$ cat src/rtl/core/zrw_pkg.sv
// Shared types and constants for the zero-run word compressor.
package zrw_pkg;

  // Default word width and fixed port widths
  localparam int WORD_BITS_DEF  = 32;
  localparam int OUT_BITS       = 32;
  localparam int CFG_DATA_BITS  = 32;
  localparam int CFG_INDEX_BITS = 2;
  localparam int CMD_DEPTH      = 2;

  // Configuration register indexes
  localparam logic [CFG_INDEX_BITS-1:0] REG_MARKER = CFG_INDEX_BITS'(0);
  localparam logic [CFG_INDEX_BITS-1:0] REG_SWAP   = CFG_INDEX_BITS'(1);

  // How the pending zero run is settled before a data word
  typedef enum logic [1:0] {
    RUN_NONE,
    RUN_ONE,
    RUN_TWO,
    RUN_LONG
  } run_kind_t;

  localparam int KIND_BITS = 2;

  // Command queue status
  typedef struct packed {
    logic full;
    logic empty;
  } fifo_status_t;

endpackage

$ cat src/rtl/core/zrw_front.sv
// Front end: counts zero runs and queues one command per nonzero word.
module zrw_front
  import zrw_pkg::*;
#(
  parameter int WORD_BITS = WORD_BITS_DEF,
  parameter int CMD_BITS  = KIND_BITS + 1 + 2 * WORD_BITS
) (
  input  logic                 clk,
  input  logic                 rst_n,
  input  logic                 in_push,
  input  logic [WORD_BITS-1:0] in_data_word,
  input  fifo_status_t         cmd_status,
  output logic                 in_full,
  output logic                 cmd_push,
  output logic [CMD_BITS-1:0]  cmd_data
);

  localparam logic [WORD_BITS-1:0] COUNT_MAX = '1;

  logic [WORD_BITS-1:0] count_r, count_nxt;
  logic                 clip_r, clip_nxt;
  logic                 accept;
  logic                 is_zero;
  run_kind_t            kind;

  // Accept while the command queue has room
  assign in_full = cmd_status.full;
  assign accept  = in_push && !cmd_status.full;
  assign is_zero = (in_data_word == '0);

  // Classify the pending run
  always_comb begin
    if (count_r == '0) begin
      kind = RUN_NONE;
    end else if (count_r == WORD_BITS'(1)) begin
      kind = RUN_ONE;
    end else if (count_r == WORD_BITS'(2)) begin
      kind = RUN_TWO;
    end else begin
      kind = RUN_LONG;
    end
  end

  // Queue a command on each nonzero word
  assign cmd_push = accept && !is_zero;
  assign cmd_data = {kind, clip_r, count_r, in_data_word};

  // Advance run counter, saturate and flag at maximum
  always_comb begin
    count_nxt = count_r;
    clip_nxt  = clip_r;
    if (accept) begin
      if (is_zero) begin
        if (count_r == COUNT_MAX) begin
          clip_nxt = 1'b1;
        end else begin
          count_nxt = count_r + WORD_BITS'(1);
        end
      end else begin
        count_nxt = '0;
        clip_nxt  = 1'b0;
      end
    end
  end

  always_ff @(posedge clk) begin
    if (!rst_n) begin
      count_r <= '0;
      clip_r  <= 1'b0;
    end else begin
      count_r <= count_nxt;
      clip_r  <= clip_nxt;
    end
  end

endmodule

$ cat src/rtl/core/zrw_cmd_fifo.sv
// Short command queue between front and back end.
module zrw_cmd_fifo
  import zrw_pkg::*;
#(
  parameter int WIDTH = KIND_BITS + 1 + 2 * WORD_BITS_DEF,
  parameter int DEPTH = CMD_DEPTH
) (
  input  logic             clk,
  input  logic             rst_n,
  input  logic             push,
  input  logic [WIDTH-1:0] push_data,
  input  logic             pop,
  output logic [WIDTH-1:0] pop_data,
  output fifo_status_t     status
);

  localparam int PTR_BITS = (DEPTH > 1) ? $clog2(DEPTH) : 1;
  localparam int CNT_BITS = $clog2(DEPTH + 1);

  logic [WIDTH-1:0]    mem [DEPTH];
  logic [PTR_BITS-1:0] wr_ptr_r, wr_ptr_nxt;
  logic [PTR_BITS-1:0] rd_ptr_r, rd_ptr_nxt;
  logic [CNT_BITS-1:0] cnt_r, cnt_nxt;
  logic                do_push, do_pop;

  assign status.full  = (cnt_r == CNT_BITS'(DEPTH));
  assign status.empty = (cnt_r == '0);
  assign do_push      = push && !status.full;
  assign do_pop       = pop && !status.empty;
  assign pop_data     = mem[rd_ptr_r];

  // Advance pointers with wrap at depth
  always_comb begin
    wr_ptr_nxt = wr_ptr_r;
    rd_ptr_nxt = rd_ptr_r;
    cnt_nxt    = cnt_r;
    if (do_push) begin
      wr_ptr_nxt = (wr_ptr_r == PTR_BITS'(DEPTH - 1)) ? '0 : wr_ptr_r + PTR_BITS'(1);
    end
    if (do_pop) begin
      rd_ptr_nxt = (rd_ptr_r == PTR_BITS'(DEPTH - 1)) ? '0 : rd_ptr_r + PTR_BITS'(1);
    end
    if (do_push && !do_pop) begin
      cnt_nxt = cnt_r + CNT_BITS'(1);
    end else if (do_pop && !do_push) begin
      cnt_nxt = cnt_r - CNT_BITS'(1);
    end
  end

  always_ff @(posedge clk) begin
    if (!rst_n) begin
      wr_ptr_r <= '0;
      rd_ptr_r <= '0;
      cnt_r    <= '0;
    end else begin
      wr_ptr_r <= wr_ptr_nxt;
      rd_ptr_r <= rd_ptr_nxt;
      cnt_r    <= cnt_nxt;
    end
  end

  // Store entries
  always_ff @(posedge clk) begin
    if (do_push) begin
      mem[wr_ptr_r] <= push_data;
    end
  end

endmodule

$ cat src/rtl/core/zrw_back.sv
// Back end: expands each command into one to three output words.
module zrw_back
  import zrw_pkg::*;
#(
  parameter int WORD_BITS = WORD_BITS_DEF,
  parameter int CMD_BITS  = KIND_BITS + 1 + 2 * WORD_BITS
) (
  input  logic                     clk,
  input  logic                     rst_n,
  input  logic [CMD_BITS-1:0]      cmd_data,
  input  fifo_status_t             cmd_status,
  output logic                     cmd_pop,
  input  logic [CFG_DATA_BITS-1:0] marker,
  input  logic                     swap,
  input  logic                     out_pop,
  output logic                     out_empty,
  output logic [OUT_BITS-1:0]      out_word,
  output logic                     out_last_of_run,
  output logic                     out_count_clipped
);

  localparam int NBYTES = WORD_BITS / 8;

  run_kind_t            kind;
  logic                 cmd_clip;
  logic [WORD_BITS-1:0] cmd_count;
  logic [WORD_BITS-1:0] cmd_word;
  logic [1:0]           phase_r, phase_nxt;
  logic [1:0]           last_phase;
  logic                 advance;
  logic                 is_last;
  logic [WORD_BITS-1:0] word_sel;
  logic                 clip_sel;
  logic                 out_valid_r;
  logic [OUT_BITS-1:0]  out_word_r;
  logic                 out_last_r;
  logic                 out_clip_r;

  // Reverse the bytes of a word
  function automatic logic [WORD_BITS-1:0] swap_word(input logic [WORD_BITS-1:0] w);
    logic [WORD_BITS-1:0] r;
    r = '0;
    for (int i = 0; i < NBYTES; i++) begin
      r[8 * (NBYTES - 1 - i) +: 8] = w[8 * i +: 8];
    end
    return r;
  endfunction

  function automatic logic [WORD_BITS-1:0] ctl_word(input logic [WORD_BITS-1:0] w,
                                                    input logic sw);
    return sw ? swap_word(w) : w;
  endfunction

  // Unpack the command at the queue head
  assign kind      = run_kind_t'(cmd_data[CMD_BITS-1 -: KIND_BITS]);
  assign cmd_clip  = cmd_data[2 * WORD_BITS];
  assign cmd_count = cmd_data[2 * WORD_BITS - 1 -: WORD_BITS];
  assign cmd_word  = cmd_data[WORD_BITS-1:0];

  // Step when a command waits and the output slot is free or draining
  assign advance = !cmd_status.empty && (!out_valid_r || out_pop);

  always_comb begin
    unique case (kind)
      RUN_NONE: last_phase = 2'd0;
      RUN_ONE:  last_phase = 2'd1;
      RUN_TWO:  last_phase = 2'd2;
      RUN_LONG: last_phase = 2'd2;
      default:  last_phase = 2'd0;
    endcase
  end

  assign is_last = (phase_r == last_phase);
  assign cmd_pop = advance && is_last;

  // Select the word for this phase
  always_comb begin
    word_sel = cmd_word;
    clip_sel = 1'b0;
    if (!is_last) begin
      if (kind == RUN_LONG) begin
        if (phase_r == 2'd0) begin
          word_sel = ctl_word(WORD_BITS'(marker), swap);
        end else begin
          word_sel = ctl_word(cmd_count, swap);
          clip_sel = cmd_clip;
        end
      end else begin
        word_sel = '0;
      end
    end
  end

  assign phase_nxt = !advance ? phase_r : (is_last ? 2'd0 : phase_r + 2'd1);

  // Hold or load the output register
  always_ff @(posedge clk) begin
    if (!rst_n) begin
      phase_r     <= 2'd0;
      out_valid_r <= 1'b0;
    end else begin
      phase_r <= phase_nxt;
      if (advance) begin
        out_valid_r <= 1'b1;
      end else if (out_pop) begin
        out_valid_r <= 1'b0;
      end
    end
  end

  always_ff @(posedge clk) begin
    if (advance) begin
      out_word_r <= OUT_BITS'(word_sel);
      out_last_r <= is_last;
      out_clip_r <= clip_sel;
    end
  end

  assign out_empty         = !out_valid_r;
  assign out_word          = out_word_r;
  assign out_last_of_run   = out_last_r;
  assign out_count_clipped = out_clip_r;

endmodule

$ cat src/rtl/core/zero_run_word_compressor.sv
// Top level of the zero-run word compressor: config registers, front, queue, back.
//
//   channel  direction  handshake            payload
//   in_      input      in_push / in_full    in_data_word
//   out_     output     out_pop / out_empty  out_word, out_last_of_run, out_count_clipped
//   cfg_     input      cfg_we               cfg_index, cfg_wdata
//
// A zero word is accepted and emits nothing. A nonzero word emits one
// to three words, one per cycle through the single output register unless
// the output stalls. The first word passes through the queue entry, written
// at the accepting edge, and then the output register. The two-entry command
// queue lets input continue while the output drains or stalls; in_full rises
// when it fills. Reset is synchronous and clears counters, queue and output.
module zero_run_word_compressor
  import zrw_pkg::*;
#(
  parameter int WORD_BITS = WORD_BITS_DEF
) (
  input  logic                      clk,
  input  logic                      rst_n,
  input  logic                      in_push,
  input  logic [WORD_BITS-1:0]      in_data_word,
  output logic                      in_full,
  input  logic                      out_pop,
  output logic                      out_empty,
  output logic [OUT_BITS-1:0]       out_word,
  output logic                      out_last_of_run,
  output logic                      out_count_clipped,
  input  logic                      cfg_we,
  input  logic [CFG_INDEX_BITS-1:0] cfg_index,
  input  logic [CFG_DATA_BITS-1:0]  cfg_wdata
);

  localparam int CMD_BITS = KIND_BITS + 1 + 2 * WORD_BITS;

  logic [CFG_DATA_BITS-1:0] marker_r;
  logic                     swap_r;
  logic                     cmd_push;
  logic                     cmd_pop;
  logic [CMD_BITS-1:0]      cmd_wdata;
  logic [CMD_BITS-1:0]      cmd_rdata;
  fifo_status_t             cmd_status;

  // Configuration registers
  always_ff @(posedge clk) begin
    if (!rst_n) begin
      marker_r <= '0;
      swap_r   <= 1'b0;
    end else if (cfg_we) begin
      if (cfg_index == REG_MARKER) begin
        marker_r <= cfg_wdata;
      end else if (cfg_index == REG_SWAP) begin
        swap_r <= cfg_wdata[0];
      end
    end
  end

  zrw_front #(
    .WORD_BITS (WORD_BITS),
    .CMD_BITS  (CMD_BITS)
  ) u_front (
    .clk          (clk),
    .rst_n        (rst_n),
    .in_push      (in_push),
    .in_data_word (in_data_word),
    .cmd_status   (cmd_status),
    .in_full      (in_full),
    .cmd_push     (cmd_push),
    .cmd_data     (cmd_wdata)
  );

  zrw_cmd_fifo #(
    .WIDTH (CMD_BITS),
    .DEPTH (CMD_DEPTH)
  ) u_cmd_fifo (
    .clk       (clk),
    .rst_n     (rst_n),
    .push      (cmd_push),
    .push_data (cmd_wdata),
    .pop       (cmd_pop),
    .pop_data  (cmd_rdata),
    .status    (cmd_status)
  );

  zrw_back #(
    .WORD_BITS (WORD_BITS),
    .CMD_BITS  (CMD_BITS)
  ) u_back (
    .clk               (clk),
    .rst_n             (rst_n),
    .cmd_data          (cmd_rdata),
    .cmd_status        (cmd_status),
    .cmd_pop           (cmd_pop),
    .marker            (marker_r),
    .swap              (swap_r),
    .out_pop           (out_pop),
    .out_empty         (out_empty),
    .out_word          (out_word),
    .out_last_of_run   (out_last_of_run),
    .out_count_clipped (out_count_clipped)
  );

`ifndef SYNTHESIS
  // A queued command never overruns a full queue
  a_no_push_when_full: assert property (@(posedge clk) disable iff (!rst_n)
    cmd_push |-> !cmd_status.full)
    else $error("command pushed into full queue");

  // A clipped count word is never the last word of a transaction
  a_clip_not_last: assert property (@(posedge clk) disable iff (!rst_n)
    (!out_empty && out_count_clipped) |-> !out_last_of_run)
    else $error("clip flag on final word");

  // Back end never pops an empty queue
  a_no_pop_when_empty: assert property (@(posedge clk) disable iff (!rst_n)
    cmd_pop |-> !cmd_status.empty)
    else $error("command popped from empty queue");

  // A waiting command with a free output slot shows a word next cycle
  a_output_fills: assert property (@(posedge clk) disable iff (!rst_n)
    (!cmd_status.empty && out_empty) |=> !out_empty)
    else $error("output stayed empty with command waiting");
`endif

endmodule
$ cat config.mk
export PLATFORM = sky130hd
export DESIGN_NAME = zero_run_word_compressor
export DESIGN_NICKNAME = d
export VERILOG_FILES = /design/src/rtl/core/zrw_pkg.sv /design/src/rtl/core/zrw_front.sv /design/src/rtl/core/zrw_cmd_fifo.sv /design/src/rtl/core/zrw_back.sv /design/src/rtl/core/zero_run_word_compressor.sv
export SDC_FILE = /design/constraint.sdc
export NUM_CORES = 1
export LEC_CHECK = 0
export BUFFER_PORTS_ARGS = -buffer_cell sky130_fd_sc_hd__buf_2
export CAP_MARGIN = 25
export CORE_MARGIN = 10
export CORE_UTILIZATION = 55
export DETAILED_ROUTE_END_ITERATION = 12
export PLACE_DENSITY = 0.82
export SLEW_MARGIN = 20
export SYNTH_ARGS = -nofsm -noshare
export SYNTH_HDL_FRONTEND = slang
export SYNTH_SLANG_ARGS = --single-unit
$ cat constraint.sdc
create_clock -name clk -period 14.5 [get_ports clk]
set_input_delay 2.175 -clock clk [delete_from_list [all_inputs] [get_ports clk]]
set_output_delay 2.175 -clock clk [all_outputs]
set_load 0.02 [all_outputs]
# [Word level (Yosys, flattened, before mapping)]
# Memory sizes are Yosys's and may differ from the RTL's. A register that Yosys moved wholly into a read port is not among the register bits.
# Index checks and enable logic that the tools add are counted.
[classes] add_sub_neg=6 n_mul=0 n_div=0 n_lt_le_gt_ge=0 n_eq_ne=11 n_shift=0 mux=24 bitwise_logic=2 n_reduce_logical=29
[ops] cell="32-bit 2-to-1 mux" count=7
[ops] cell="32-bit zero test" count=2
[ops] cell="32-bit by 1-bit adder with 32-bit output, second input constant" count=1
[ops] cell="32-bit by 1-bit equality test with 1-bit output, second input constant" count=1
[ops] cell="32-bit by 2-bit equality test with 1-bit output, second input constant" count=1
[ops] cell="32-bit equality test, second input constant" count=1
[ops] cell="1-bit 2-to-1 mux" count=11
[ops] cell="2-bit 2-to-1 mux" count=5
[ops] cell="1-bit logical AND" count=8
[ops] cell="2-bit zero test" count=4
[ops] cell="2-bit equality test, second input constant" count=3
[ops] cell="1-bit zero test" count=6
[ops] cell="2-bit case mux with 3 select lines" count=1
[ops] cell="2-bit AND reduction" count=3
[ops] cell="2-bit by 1-bit adder with 2-bit output, second input constant" count=2
[ops] cell="2-bit by 1-bit equality test with 1-bit output, second input constant" count=2
[ops] cell="2-bit != test, second input constant" count=2
[ops] cell="2-bit nonzero test" count=2
[ops] cell="3-bit AND reduction" count=1
[ops] cell="3-bit OR reduction" count=1
[ops] cell="1-bit adder, second input constant" count=2
[ops] cell="2-bit equality test" count=1
[ops] cell="1-bit NOT" count=2
[ops] cell="2-bit OR reduction" count=1
[ops] cell="other kinds (2)" count=2
[word_totals] reg_bits=107 latchBits=0 ram_bits=134 rom_bits=0 input_bits=71 output_inout_bits=36 n_memories=1
[mem_list] memory="u_cmd_fifo.mem" depth=2 width=67 read_ports=1 rd_clocked_by_memory_dff=1 wr=1 line="zrw_cmd_fifo.sv:20" text="logic [WIDTH-1:0] mem [DEPTH];"

# [Longest topological paths before layout]
# Gate-level depths: netlist of run 1.
[depth] word_depth=9 ltp_mapped=11 ltp_nobuf=9

# [Cells and area by module]
# A second synthesis of run 1 with hierarchy kept.
[unflattened] hier_cells=839 area_unflattened_um2=11444.7
[by_module_without_submodules] mod="zrw_cmd_fifo" n_inst=1 cells_each=233 area_per_inst_um2=5068.6 seq_area_each_um2=4124.0
[by_module_without_submodules] mod="zrw_front" n_inst=1 cells_each=326 area_per_inst_um2=2656.3 seq_area_each_um2=660.6
[by_module_without_submodules] mod="zrw_back" n_inst=1 cells_each=136 area_per_inst_um2=2359.8 seq_area_each_um2=1081.0
[by_module_without_submodules] mod="zero_run_word_compressor" n_inst=1 cells_each=144 area_per_inst_um2=1360.1 seq_area_each_um2=660.6

# [Least setup slack after synthesis of run 1]
# Ideal clock, no wire load.
[synth_timing] path_type="input to register" from="input port in_data_word[16]" to="memory u_cmd_fifo.mem[0][0] (netlist bit) (enable)" setup_time_ns=0.577 arrival_ns=7.254 setup_slack_ns=6.669 path_stages=4 n_path_buf=0 path_cell_list="nor4_1 nand4_1 nor2_1 nor3_1"
[synth_between] elab_chain_cells=6
[synth_lines] item="start, declared" line="zero_run_word_compressor.sv:22" text="input logic [WORD_BITS-1:0] in_data_word,"
[synth_lines] item="32-bit zero test" line="zrw_front.sv:29" text="assign is_zero = (in_data_word == '0);"
[synth_lines] item="1-bit zero test" line="zrw_front.sv:45" text="assign cmd_push = accept && !is_zero;"
[synth_lines] item="1-bit logical AND" line="zrw_front.sv:45"
[synth_lines] item="1-bit logical AND" line="zrw_cmd_fifo.sv:28" text="assign do_push = push && !status.full;"
[synth_lines] item="1-bit 2-to-1 mux" line="zrw_cmd_fifo.sv:64" text="if (do_push) begin"
[synth_lines] item="1-bit 2-to-1 mux (not written as such)" line="zrw_cmd_fifo.sv:65" text="mem[wr_ptr_r] <= push_data;"
[synth_lines] item="end, declared" line="zrw_cmd_fifo.sv:20"
# No other way between the ends.

# [Worst setup path in the final report of run 1]
[layout_timing] from="input port in_data_word[17]" to="register u_cmd_fifo.cnt_r[1]"
[layout_between] elab_chain_cells=7 word_cells_on_any_way=9
[layout_lines] item="32-bit zero test *" line="zrw_front.sv:29"
[layout_lines] item="1-bit zero test *" line="zrw_front.sv:45"
[layout_lines] item="1-bit logical AND *" line="zrw_front.sv:45"
[layout_lines] item="1-bit logical AND *" line="zrw_cmd_fifo.sv:28"
[layout_lines] item="net u_cmd_fifo.do_push" line="zrw_cmd_fifo.sv:24" text="logic do_push, do_pop;"
[layout_lines] item="1-bit zero test" line="zrw_cmd_fifo.sv:45" text="end else if (do_pop && !do_push) begin"
[layout_lines] item="1-bit logical AND" line="zrw_cmd_fifo.sv:45"
[layout_lines] item="2-bit nonzero test (no line)"
[layout_lines] item="end signal, assigned" line="zrw_cmd_fifo.sv:58" text="cnt_r <= cnt_nxt;"
[layout_lines] item="end, declared" line="zrw_cmd_fifo.sv:23" text="logic [CNT_BITS-1:0] cnt_r, cnt_nxt;"
# The timed path passes the listed nets; every way through them passes the cells marked *.
# A chain may end at the register's enable or synchronous reset.

==> summary.md, run 1 <==
| Metric | Value |
|---|---|
| Async S/R FF share, synth | `0%` |
| Accumulated negative setup slack | `0 ns` |
| Critical path arrival | `5.05 ns` |
| Effective utilization at floorplan | `56.0%` |
| Via count | `7700` |
| Combinational group share of total power | `between 20% and 30%` |
| Post-detailed-routing wire length | `27300 um` |
| Row Count | `50` |
| Min-Delay Path Class | `reg -> reg` |
| Fraction of final layout cells with drive strength greater than 1 | `18.6%` |
| Largest stage delay on the critical path | `approximately 0.62 ns` |
| Critical path data required time | `~15 ns` |
| Via count of the first global-routing pass | `7360` |
| Total leakage power | `3.94 nW` |
| CP startpoint kind | `input port` |
| Drt first pass iters | `7` |
| Peak supply drop | `approximately 0.00010 V` |
| Via density per instance | `about 6.3` |
| Synthesized area divided by synthesized cell count | `11.9 um2` |
| RD Place Congestion | `0.920` |
| Clock tree from TritonCTS | `built` |
| Unrepaired setup endpoints after global routing | `false` |
| Buffer cell driving the clock tree root | `sky130_fd_sc_hd__clkbuf_16` |
| Number of register bits inferred by synthesis | `242` |
| Clock input transition at the sequential cells of the worst setup and hold paths | `0.06 ns` |
| Cell types occupying the most area after synthesis | `sky130_fd_sc_hd__edfxtp_1, sky130_fd_sc_hd__dfxtp_1, sky130_fd_sc_hd__mux2i_1` |
| Sequential element share of the synthesized area | `62.4%` |
| Drt first-iter violations | `1103` |
| Inserted Clock Buffers | `24` |
| Minimum clock period after layout | `between 4 and 5 ns` |
| Post-synthesis cell type with the largest combined area | `sky130_fd_sc_hd__edfxtp_1` |
| Quantity of hold-fixing buffers added after cts | `0` |
| Reported net switching power | `666 uW` |
| Number of nets in the synthesized netlist | `960` |
| Synth-to-Final Area Change | `14.3%` |
| Die area | `24900 um2` |
| Power Dens Cells | `173 nW/um2` |
| Cell-internal power | `1.40 mW` |
| Residual antenna-violating net count after detailed routing | `0` |
| Syn. warnings | `0` |
| Global-route wire length before repair | `41100 um` |
| Worst Setup End Kind | `flop` |
| Number of ports placed on the die boundary | `107` |
| Input/output buffers | `106` |
| Post-Syn Instances | `883` |
| Synth top area share | `48.2%` |
| # setup viols final | `0` |
| Placeable core area | `roughly 19000 um2` |
| Register share of total power | `between 40% and 50%` |
| Number of antenna violations at the first check in global routing | `0` |
| Number of flops mapped to enable cells by yosys | `168` |
| Number of buffers inserted by post-CTS setup repair | `0` |
| Number of cells traversed by the worst register-to-register path | `8` |
| Clock Latency Late Sink | `0.53 ns` |
| Worst slew margin relative to its limit | `36.0%` |
| Quantity of gates resized following cts | `0` |
| End point of the critical path | `u_cmd_fifo.cnt_r[1]` |
| Antenna diode instance count | `0` |
| Post-layout power | `2.07 mW` |
| Count of maximum capacitance violations | `0` |
| Switching share of total power | `32.2%` |
| Max clock buf depth | `3` |
| Worst path cell trace | `buf_2 -> nor4_1 -> nand4_1 -> nor2_1 -> buf_4 -> nor2_1 -> ha_1 -> or3_1 -> a21oi_1` |
| Fin crit share | `31.9%` |
| Maximum fanout along the worst path | `12` |
| Die height | `158 um` |
| CTS H-tree lvls | `1` |
| Start point of the critical path | `in_data_word[17]` |
| Finished Layout Cells | `1224` |
| Fraction of power consumed by the clock network | `29.4%` |
| Number of placed instances with taps included | `between 1000 and 1500` |
| Setup slack of the critical path after layout | `9.88 ns` |
| Number of sinks driven by the clock tree | `between 200 and 250` |
| Most used cell along the critical path | `sky130_fd_sc_hd__nor2_1` |
| Placement-stage worst setup slack | `9.18 ns` |
| Per-cell routed wire length | `22.3 um` |
| Run status | `complete, no violations` |
| Slowest stage cell on the critical path | `sky130_fd_sc_hd__nor4_1` |
| Transition time at the pin with the least slew margin | `0.960 ns` |
| Worst reg2reg setup slack | `11.39 ns` |
| Number of max-slew violations in the final report | `0` |
| Post-DP HPWL | `18500 um` |
| Area of the mapped netlist | `around 10000 um2` |
| # nets final | `1049` |
| Ys flop type | `sky130_fd_sc_hd__edfxtp_1` |
| Horizontal die dimension | `158 um` |
| Unique cell type count in the Yosys netlist | `55` |
| Setup skew after layout | `about 0.018 ns` |
| Total grt overflow | `0` |
| Final routed DRC violation total | `0` |
| F_max | `0.216 GHz` |
| Pin count of the biggest net entering global routing | `just under 70` |
| Tot GR Track Use | `21.0%` |
| Crit path kind | `in -> reg` |
| Number of hold violations in the final report | `0` |
| RR Endpoint | `u_cmd_fifo.cnt_r[1]` |
-- worst min-delay path by stage --
stage	startpoint	endpoint	cells after the start
after floorplan	u_front.clip_r	u_cmd_fifo.mem[0][64]	0
after global placement	marker_r[10]	marker_r[10]	2
after detailed placement	marker_r[13]	marker_r[13]	2
after CTS	marker_r[13]	marker_r[13]	2
after global routing	marker_r[30]	marker_r[30]	2
final	marker_r[30]	marker_r[30]	2
-- worst max-delay path: cells and delay by family --
family	cells	cell delay (ns)
fa+ha+maj	1	0.35
buf+inv	2	0.37
simple gates	5	1.97
compound gates	1	0.18
-- power groups by stage --
stage	Sequential, mW	Clock [mW]	Combinational, mW
after floorplan	0.987	0	0.314
after global placement	0.944	0	0.511
after detailed placement	0.948	0	0.523
after CTS	0.934	0.614	0.528
after global routing	0.943	0.642	0.566
final	0.934	0.608	0.527
-- final cells by class --
| type | count | area (um2) |
|---|---|---|
| timing repair buffer | 117 | 619 |
| sequential | 242 | 6530 |
| multi-input combinational | 565 | 3660 |
| fill | 1367 | 6750 |
| clock buffer | 31 | 657 |
| inverter | 22 | 82.6 |
| tap | 234 | 293 |
| clock inverter | 13 | 121 |
-- state kept, by name, indices dropped and copies added, names as in the netlist, 2 cells and up, named ones only --
signal            count
marker_r             32
u_front.count_r      32
u_cmd_fifo.mem      134
u_cmd_fifo.cnt_r      2
u_back.phase_r        2
u_back.out_word      32
-- cells in the final DEF (no fill, tap or decap), types with 4 or more instances in the layout --
cell	synthesis	layout
sky130_fd_sc_hd__edfxtp_1	168	168
sky130_fd_sc_hd__buf_2	12	106
sky130_fd_sc_hd__nand2_1	94	94
sky130_fd_sc_hd__a21oi_1	93	93
sky130_fd_sc_hd__mux2i_1	89	89
sky130_fd_sc_hd__dfxtp_1	74	73
sky130_fd_sc_hd__nor2_1	54	53
sky130_fd_sc_hd__o22ai_1	24	24
sky130_fd_sc_hd__clkbuf_16	0	24
sky130_fd_sc_hd__inv_1	22	22
sky130_fd_sc_hd__nor4_1	22	22
sky130_fd_sc_hd__nand4_1	22	22
sky130_fd_sc_hd__nand3_1	21	21
sky130_fd_sc_hd__mux2_2	16	16
sky130_fd_sc_hd__o2bb2ai_1	16	16
sky130_fd_sc_hd__o21ai_0	13	13
sky130_fd_sc_hd__nor3_1	13	12
sky130_fd_sc_hd__o31ai_1	10	10
sky130_fd_sc_hd__buf_4	0	10
sky130_fd_sc_hd__or3_1	7	7
sky130_fd_sc_hd__clkinv_2	0	6
sky130_fd_sc_hd__and3_1	6	5
sky130_fd_sc_hd__and4_1	5	5
sky130_fd_sc_hd__o311ai_0	5	5
sky130_fd_sc_hd__ha_1	6	5
sky130_fd_sc_hd__a31oi_1	4	4
sky130_fd_sc_hd__clkbuf_1	39	4
sky130_fd_sc_hd__clkbuf_8	0	4
sky130_fd_sc_hd__clkinv_1	0	4
-- per-stage QoR --
stage	hold slack (ns)	util (%)	area, um2
after floorplan	0.426	-	10500
after global placement	0.443	59.7	11200
after detailed placement	0.448	59.7	11200
after CTS	0.456	63.8	11900
after global routing	0.486	63.9	12000
final	0.459	63.9	12000
-- layer usage --
| layer | wire length (um) | GRT usage [%] | vias to the layer above |
|---|---|---|---|
| li1 | - | - | 3531 |
| met1 | 10600 | 27.9 | 3668 |
| met2 | 13200 | 34.7 | 441 |
| met3 | 2680 | 3.61 | 60 |
| met4 | 752 | 6.18 | 0 |
| met5 | 0 | 0 | - |
-- cell families after synthesis --
logic type,count (synthesis),synth area share (%)
XOR/XNOR,2,0.167
AO/OA/AOI/OAI,185,10.9
flip-flops,242,62.4
adder cells (fa/ha/maj),6,0.717
AND/OR/NAND/NOR,265,12.4
multiplexers,107,10.5
buffers and inverters,76,2.94
-- synth_stat cells (all sizes together) (21+ instances only) --
master	number
a21oi	93
clkbuf	39
dfxtp	74
edfxtp	168
inv	22
mux2i	89
nand2	94
nand3	21
nand4	23
nor2	54
nor4	23
o22ai	24
(Power assumes the default switching activity.)
==> inputs of run 2 (changes only) <==
- CORE_UTILIZATION: 55 -> 53
- PLACE_DENSITY: 0.82 -> 0.83
- clock period: 14.5 -> 4.2 ns (I/O delays scaled with it)
==> summary.md, run 2 (synthesis results as in run 1) <==
| Metric | Value |
|---|---|
| Via count of the first global-routing pass | `7339 (-0.29%)` |
| Largest stage delay on the critical path | `0.75 ns (+0.13 ns)` |
| Critical path buffers and inverters | `0 (-2)` |
| Global-route wire length before repair | `41100 um (-0.12%)` |
| Transition time at the pin with the least slew margin | `0.768 ns (-0.192 ns)` |
| Row Count | `51 (+2.0%)` |
| Crit path kind | `reg -> reg` |
| Post-DP HPWL | `18500 um (+0.20%)` |
| Effective utilization at floorplan | `53.8% (-2.2 points)` |
| Run status | `complete, no violations` |
| Accumulated negative setup slack | `0 ns (unchanged)` |
| Cell area after placement | `11200 um2 (+0.59%)` |
| Per-cell routed wire length | `21.4 um (-4.0%)` |
| Finished Layout Cells | `1261 (+3.0%)` |
| Worst path cell trace | `ha_1 -> nand4_2 -> or3_1 -> or3_1 -> o2111ai_1 -> a211oi_1` |
| Peak supply drop | `0.000290 V (+190%)` |
| Synth-to-Final Area Change | `15.0%` |
| Placeable core area | `19500 um2 (+4.0%)` |
| Quantity of hold-fixing buffers added after cts | `0 (unchanged)` |
| Count of maximum capacitance violations | `0 (unchanged)` |
| Number of buffers inserted by post-CTS setup repair | `0 (unchanged)` |
| Critical path data required time | `4.57 ns (-10.36 ns)` |
| Unrepaired setup endpoints after global routing | `false` |
| Clock input transition at the sequential cells of the worst setup and hold paths | `0.06 ns (about the same)` |
| CP startpoint kind | `flop` |
| Input/output buffers | `106 (unchanged)` |
| # nets final | `1054 (+0.48%)` |
| Die area | `25800 um2 (+3.3%)` |
| Gate family responsible for the most delay along the worst path | `simple AND/OR/NAND/NOR gates` |
| F_max | `0.334 GHz` |
| Minimum clock period after layout | `2.99 ns` |
| Number of max-slew violations in the final report | `0 (unchanged)` |
| Via density per instance | `6.15 (-2.3%)` |
| Via count | `7750 (+0.65%)` |
| Number of placed instances with taps included | `1213 (+3.0%)` |
| Slowest stage cell on the critical path | `sky130_fd_sc_hd__or3_1` |
| Buffer cell driving the clock tree root | `sky130_fd_sc_hd__clkbuf_16` |
| Maximum fanout along the worst path | `19 (+7)` |
| Drt first pass iters | `5 (-2)` |
| Fraction of final layout cells with drive strength greater than 1 | `19.0% (+0.41 points)` |
| Most common cell after layout, fill and taps aside | `sky130_fd_sc_hd__edfxtp_1` |
| Worst Setup End Kind | `flop` |
| Min-Delay Path Class | `in -> reg` |
| Clock tree from TritonCTS | `built` |
| Clock Latency Late Sink | `0.51 ns (-0.02 ns)` |
| Post-Layout Inst Area | `12000 um2 (+0.67%)` |
| Largest register FFs | `134 (unchanged)` |
| Tot GR Track Use | `19.7% (-1.3 points)` |
| Fin crit share | `71.3%` |
| Power Dens Cells | `594 nW/um2 (+240%)` |
| Commonest cells after routing, fill and taps aside | `sky130_fd_sc_hd__edfxtp_1, sky130_fd_sc_hd__buf_2, sky130_fd_sc_hd__nand2_1` |
| Die height | `161 um (+1.6%)` |
| Setup skew after layout | `0.0130 ns (-0.00537 ns)` |
| Total grt overflow | `0 (unchanged)` |
| # setup viols final | `0 (unchanged)` |
| CTS H-tree lvls | `1 (unchanged)` |
| Max clock buf depth | `3 (unchanged)` |
| Number of hold violations in the final report | `0 (unchanged)` |
| Horizontal die dimension | `161 um (+1.6%)` |
| Most used cell along the critical path | `sky130_fd_sc_hd__or3_1` |
| Final routed DRC violation total | `0 (unchanged)` |
| Post-detailed-routing wire length | `27000 um (-1.1%)` |
| Drt first-iter violations | `933 (-15%)` |
| Number of antenna violations at the first check in global routing | `1 (+1)` |
| Quantity of gates resized following cts | `0 (unchanged)` |
| RD Place Congestion | `0.923 (+0.38%)` |
| Inserted Clock Buffers | `25 (+4.2%)` |
| Worst slew margin relative to its limit | `48.8% (+13 points)` |
| Critical path arrival | `3.36 ns (-1.69 ns)` |
| Number of ports placed on the die boundary | `107 (unchanged)` |
| Biggest register | `u_cmd_fifo.mem` |
| Final core utilization | `61.9% (-2.1 points)` |
| Residual antenna-violating net count after detailed routing | `0 (unchanged)` |
| Pin count of the biggest net entering global routing | `52 (-25%)` |
| Number of sinks driven by the clock tree | `242 (unchanged)` |
| Total leakage power | `3.95 nW (+0.26%)` |
==> run 2: per-layer routing <==
layer,GRT usage [%],vias to the layer above,wire length (um)
li1,-,3549,-
met1,25.2,3700,10600
met2,32.8,447,13000
met3,3.55,54,2400
met4,7.35,0,942
met5,0,-,0
==> run 2: path summary, 6_finish.rpt <==
check	to	slack [ns]	from	cells after the start
worst max-delay path	u_front.count_r[9]	1.21	u_front.count_r[0]	6
worst min-delay path	u_cmd_fifo.mem[1][25]	0.32	in_data_word[25]	1
worst max register to register	u_front.count_r[9]	1.21	u_front.count_r[0]	6
worst min register to register	marker_r[8]	0.46	marker_r[8]	2
==> run 2: layout make-up <==
| type | count | area (um2) |
|---|---|---|
| fillers | 1444 | 7420 |
| well taps | 265 | 332 |
| clock buffers | 34 | 689 |
| inverters | 22 | 82.6 |
| clock inverters | 11 | 86.3 |
| flip-flops and latches | 242 | 6530 |
| multi-input cells | 565 | 3650 |
| repair buffers | 121 | 663 |
| diodes | 1 | 2.50 |
==> run 2: stage by stage <==
step                      power [mW]  hold WS [ns]  setup slack [ns]
final                           7.15         0.321              1.21
after global routing            7.43         0.314              1.05
after CTS                       7.15         0.304              1.23
after detailed placement        5.08         0.447             0.715
after global placement          5.03         0.442             0.766
after floorplan                 4.48         0.426            0.0278
==> run 2: power by group <==
part	total (mW)	internal [mW]	switching (mW)	leakage (nW)
combinational	1.86	0.595	1.27	1.36
clock	2.08	1.21	0.872	0.378
sequential	3.21	3.04	0.172	2.21
==> inputs of run 3 (changes only) <==
- CORE_UTILIZATION: 53 -> 55
- PLACE_DENSITY: 0.83 -> 0.82
- clock period: 4.2 -> 3 ns (I/O delays scaled with it)
==> summary.md, run 3 (synthesis results as in run 1) <==
| Metric | Value |
|---|---|
| Min-Delay Path Class | `in -> reg` |
| Count of maximum capacitance violations | `0 (unchanged)` |
| F_max | `0.354 GHz (+6.1%)` |
| Max clock buf depth | `3 (unchanged)` |
| Global-route wire length before repair | `42100 um (+2.6%)` |
| Number of ports placed on the die boundary | `107 (unchanged)` |
| Crit path kind | `reg -> reg` |
| Via density per instance | `6.19 (+0.67%)` |
| Horizontal die dimension | `158 um (-1.6%)` |
| Final routed DRC violation total | `0 (unchanged)` |
| Pin count of the biggest net entering global routing | `67 (+29%)` |
| Inserted Clock Buffers | `26 (+4.0%)` |
| Tot GR Track Use | `21.6% (+1.8 points)` |
| Quantity of gates resized following cts | `0 (unchanged)` |
| Run status | `complete, no violations` |
| Number of buffers inserted by post-CTS setup repair | `0 (unchanged)` |
| Placement-stage worst setup slack | `0.242 ns (-0.473 ns)` |
| Setup slack of the critical path after layout | `0.178 ns (-1.03 ns)` |
| Cell area after placement | `11300 um2 (+0.77%)` |
| Die area | `24900 um2 (-3.2%)` |
| CTS H-tree lvls | `1 (unchanged)` |
| Worst slew margin relative to its limit | `39.7% (-9.1 points)` |
| Buffer cell driving the clock tree root | `sky130_fd_sc_hd__clkbuf_16` |
| Total grt overflow | `0 (unchanged)` |
| Drt first pass iters | `5 (unchanged)` |
| Minimum clock period after layout | `2.82 ns (-0.171 ns)` |
| Number of antenna violations at the first check in global routing | `1 (unchanged)` |
| Per-cell routed wire length | `22.2 um (+3.9%)` |
| Fraction of final layout cells with drive strength greater than 1 | `20.0% (+0.99 points)` |
| Maximum fanout along the worst path | `19 (unchanged)` |
| Post-DP HPWL | `18600 um (+0.51%)` |
| Clock tree from TritonCTS | `built` |
| Power Dens Cells | `848 nW/um2 (+43%)` |
| Hold WS | `0.135 ns (-0.187 ns)` |
| Die height | `158 um (-1.6%)` |
| Row Count | `50 (-2.0%)` |
| Largest register FFs | `134 (unchanged)` |
| Unrepaired setup endpoints after global routing | `false` |
| Post-Layout Inst Area | `12200 um2 (+1.3%)` |
| Antenna diode instance count | `0 (-1)` |
| Total leakage power | `4.06 nW (+2.7%)` |
| Input/output buffers | `106 (unchanged)` |
| Post-layout power | `10.3 mW (+45%)` |
| CP startpoint kind | `flop` |
| Clock input transition at the sequential cells of the worst setup and hold paths | `0.06 ns (about the same)` |
| Transition time at the pin with the least slew margin | `0.905 ns (+0.137 ns)` |
| Clock Latency Late Sink | `0.52 ns (about the same)` |
| Critical path data required time | `3.38 ns (-1.19 ns)` |
| Number of max-slew violations in the final report | `0 (unchanged)` |
| Placeable core area | `18700 um2 (-3.9%)` |
| # nets final | `1063 (+0.85%)` |
| Via count of the first global-routing pass | `7458 (+1.6%)` |
| RD Place Congestion | `0.901 (-2.4%)` |
| Fin crit share | `94.1% (+23 points)` |
| Via count | `7672 (-1.0%)` |
| Worst Setup End Kind | `flop` |
| Number of hold violations in the final report | `0 (unchanged)` |
| Biggest register | `u_cmd_fifo.mem` |
| Post-detailed-routing wire length | `27600 um (+2.2%)` |
| Residual antenna-violating net count after detailed routing | `0 (unchanged)` |
| Accumulated negative setup slack | `0 ns (unchanged)` |
| # setup viols final | `0 (unchanged)` |
| Quantity of hold-fixing buffers added after cts | `0 (unchanged)` |
| Number of sinks driven by the clock tree | `242 (unchanged)` |
| Critical path arrival | `3.20 ns (-0.16 ns)` |
| Peak supply drop | `0.000475 V (+64%)` |
| Most common cell after layout, fill and taps aside | `sky130_fd_sc_hd__edfxtp_1` |
| Effective utilization at floorplan | `56.0% (+2.2 points)` |
| Synth-to-Final Area Change | `16.5%` |
| Drt first-iter violations | `939 (+0.64%)` |
| Commonest cells after routing, fill and taps aside | `sky130_fd_sc_hd__edfxtp_1, sky130_fd_sc_hd__buf_2, sky130_fd_sc_hd__nand2_1` |
| Setup skew after layout | `0.0122 ns (-0.000777 ns)` |
[run 3: changes by cell type in the layout (fill, tap and decap cells not counted), sizes merged]
cell,delta
buf,+8
clkbuf,+4
clkinvlp,-1
diode,-1
[run 3: report_power, final]
group          internal [mW]  switching (mW)
sequential              4.25           0.169
clock                   1.93            1.27
combinational          0.881            1.84
total                   7.06            3.28
[run 3: final cells by class]
cell class / count / area [um2]
Inverter: 22 / 82.6
Clock inverter: 10 / 80.1
Sequential cell: 242 / 6530
Fill cell: 1315 / 6510
Clock buffer: 38 / 798
Multi-Input combinational cell: 565 / 3650
Timing Repair Buffer: 129 / 753
Tap cell: 234 / 293
[run 3: routing by layer]
layer	part of all wire, %	wire, um	global-route usage (%)	up-vias
met3	8.6	2360	3.66	59
met5	0.047	13	0	-
met2	49	13500	36.0	400
met4	2.7	754	5.87	2
li1	-	-	-	3567
met1	40	10900	28.5	3644
[run 3: worst max-delay path, cell delays in order (launching register included)]
cell and delay (ns):
sky130_fd_sc_hd__dfxtp_1 0.49, sky130_fd_sc_hd__ha_1 0.31, sky130_fd_sc_hd__nand4_2 0.22, sky130_fd_sc_hd__or3_1 0.71, sky130_fd_sc_hd__or3_1 0.61, sky130_fd_sc_hd__o2111ai_1 0.24, sky130_fd_sc_hd__a211oi_1 0.10
[run 3: worst paths after layout]
path                            from               endpoint  slack (ns)  cells after the start
setup / recovery  u_front.count_r[0]     u_front.count_r[9]        0.18                      6
hold / removal      in_data_word[25]  u_cmd_fifo.mem[1][25]        0.13                      1
setup reg to reg  u_front.count_r[0]     u_front.count_r[9]        0.18                      6
hold reg to reg         marker_r[28]           marker_r[28]        0.45                      2
[run 3: metrics by stage]
| stage | std cells | util (%) |
|---|---|---|
| 6_report | 1240 | 65.2 |
| 3_3_place_gp | 1192 | 60.5 |
| 2_1_floorplan | 883 | - |
| 3_5_place_dp | 1192 | 60.5 |
| 4_1_cts | 1240 | 65.2 |
| 5_1_grt | 1240 | 65.2 |
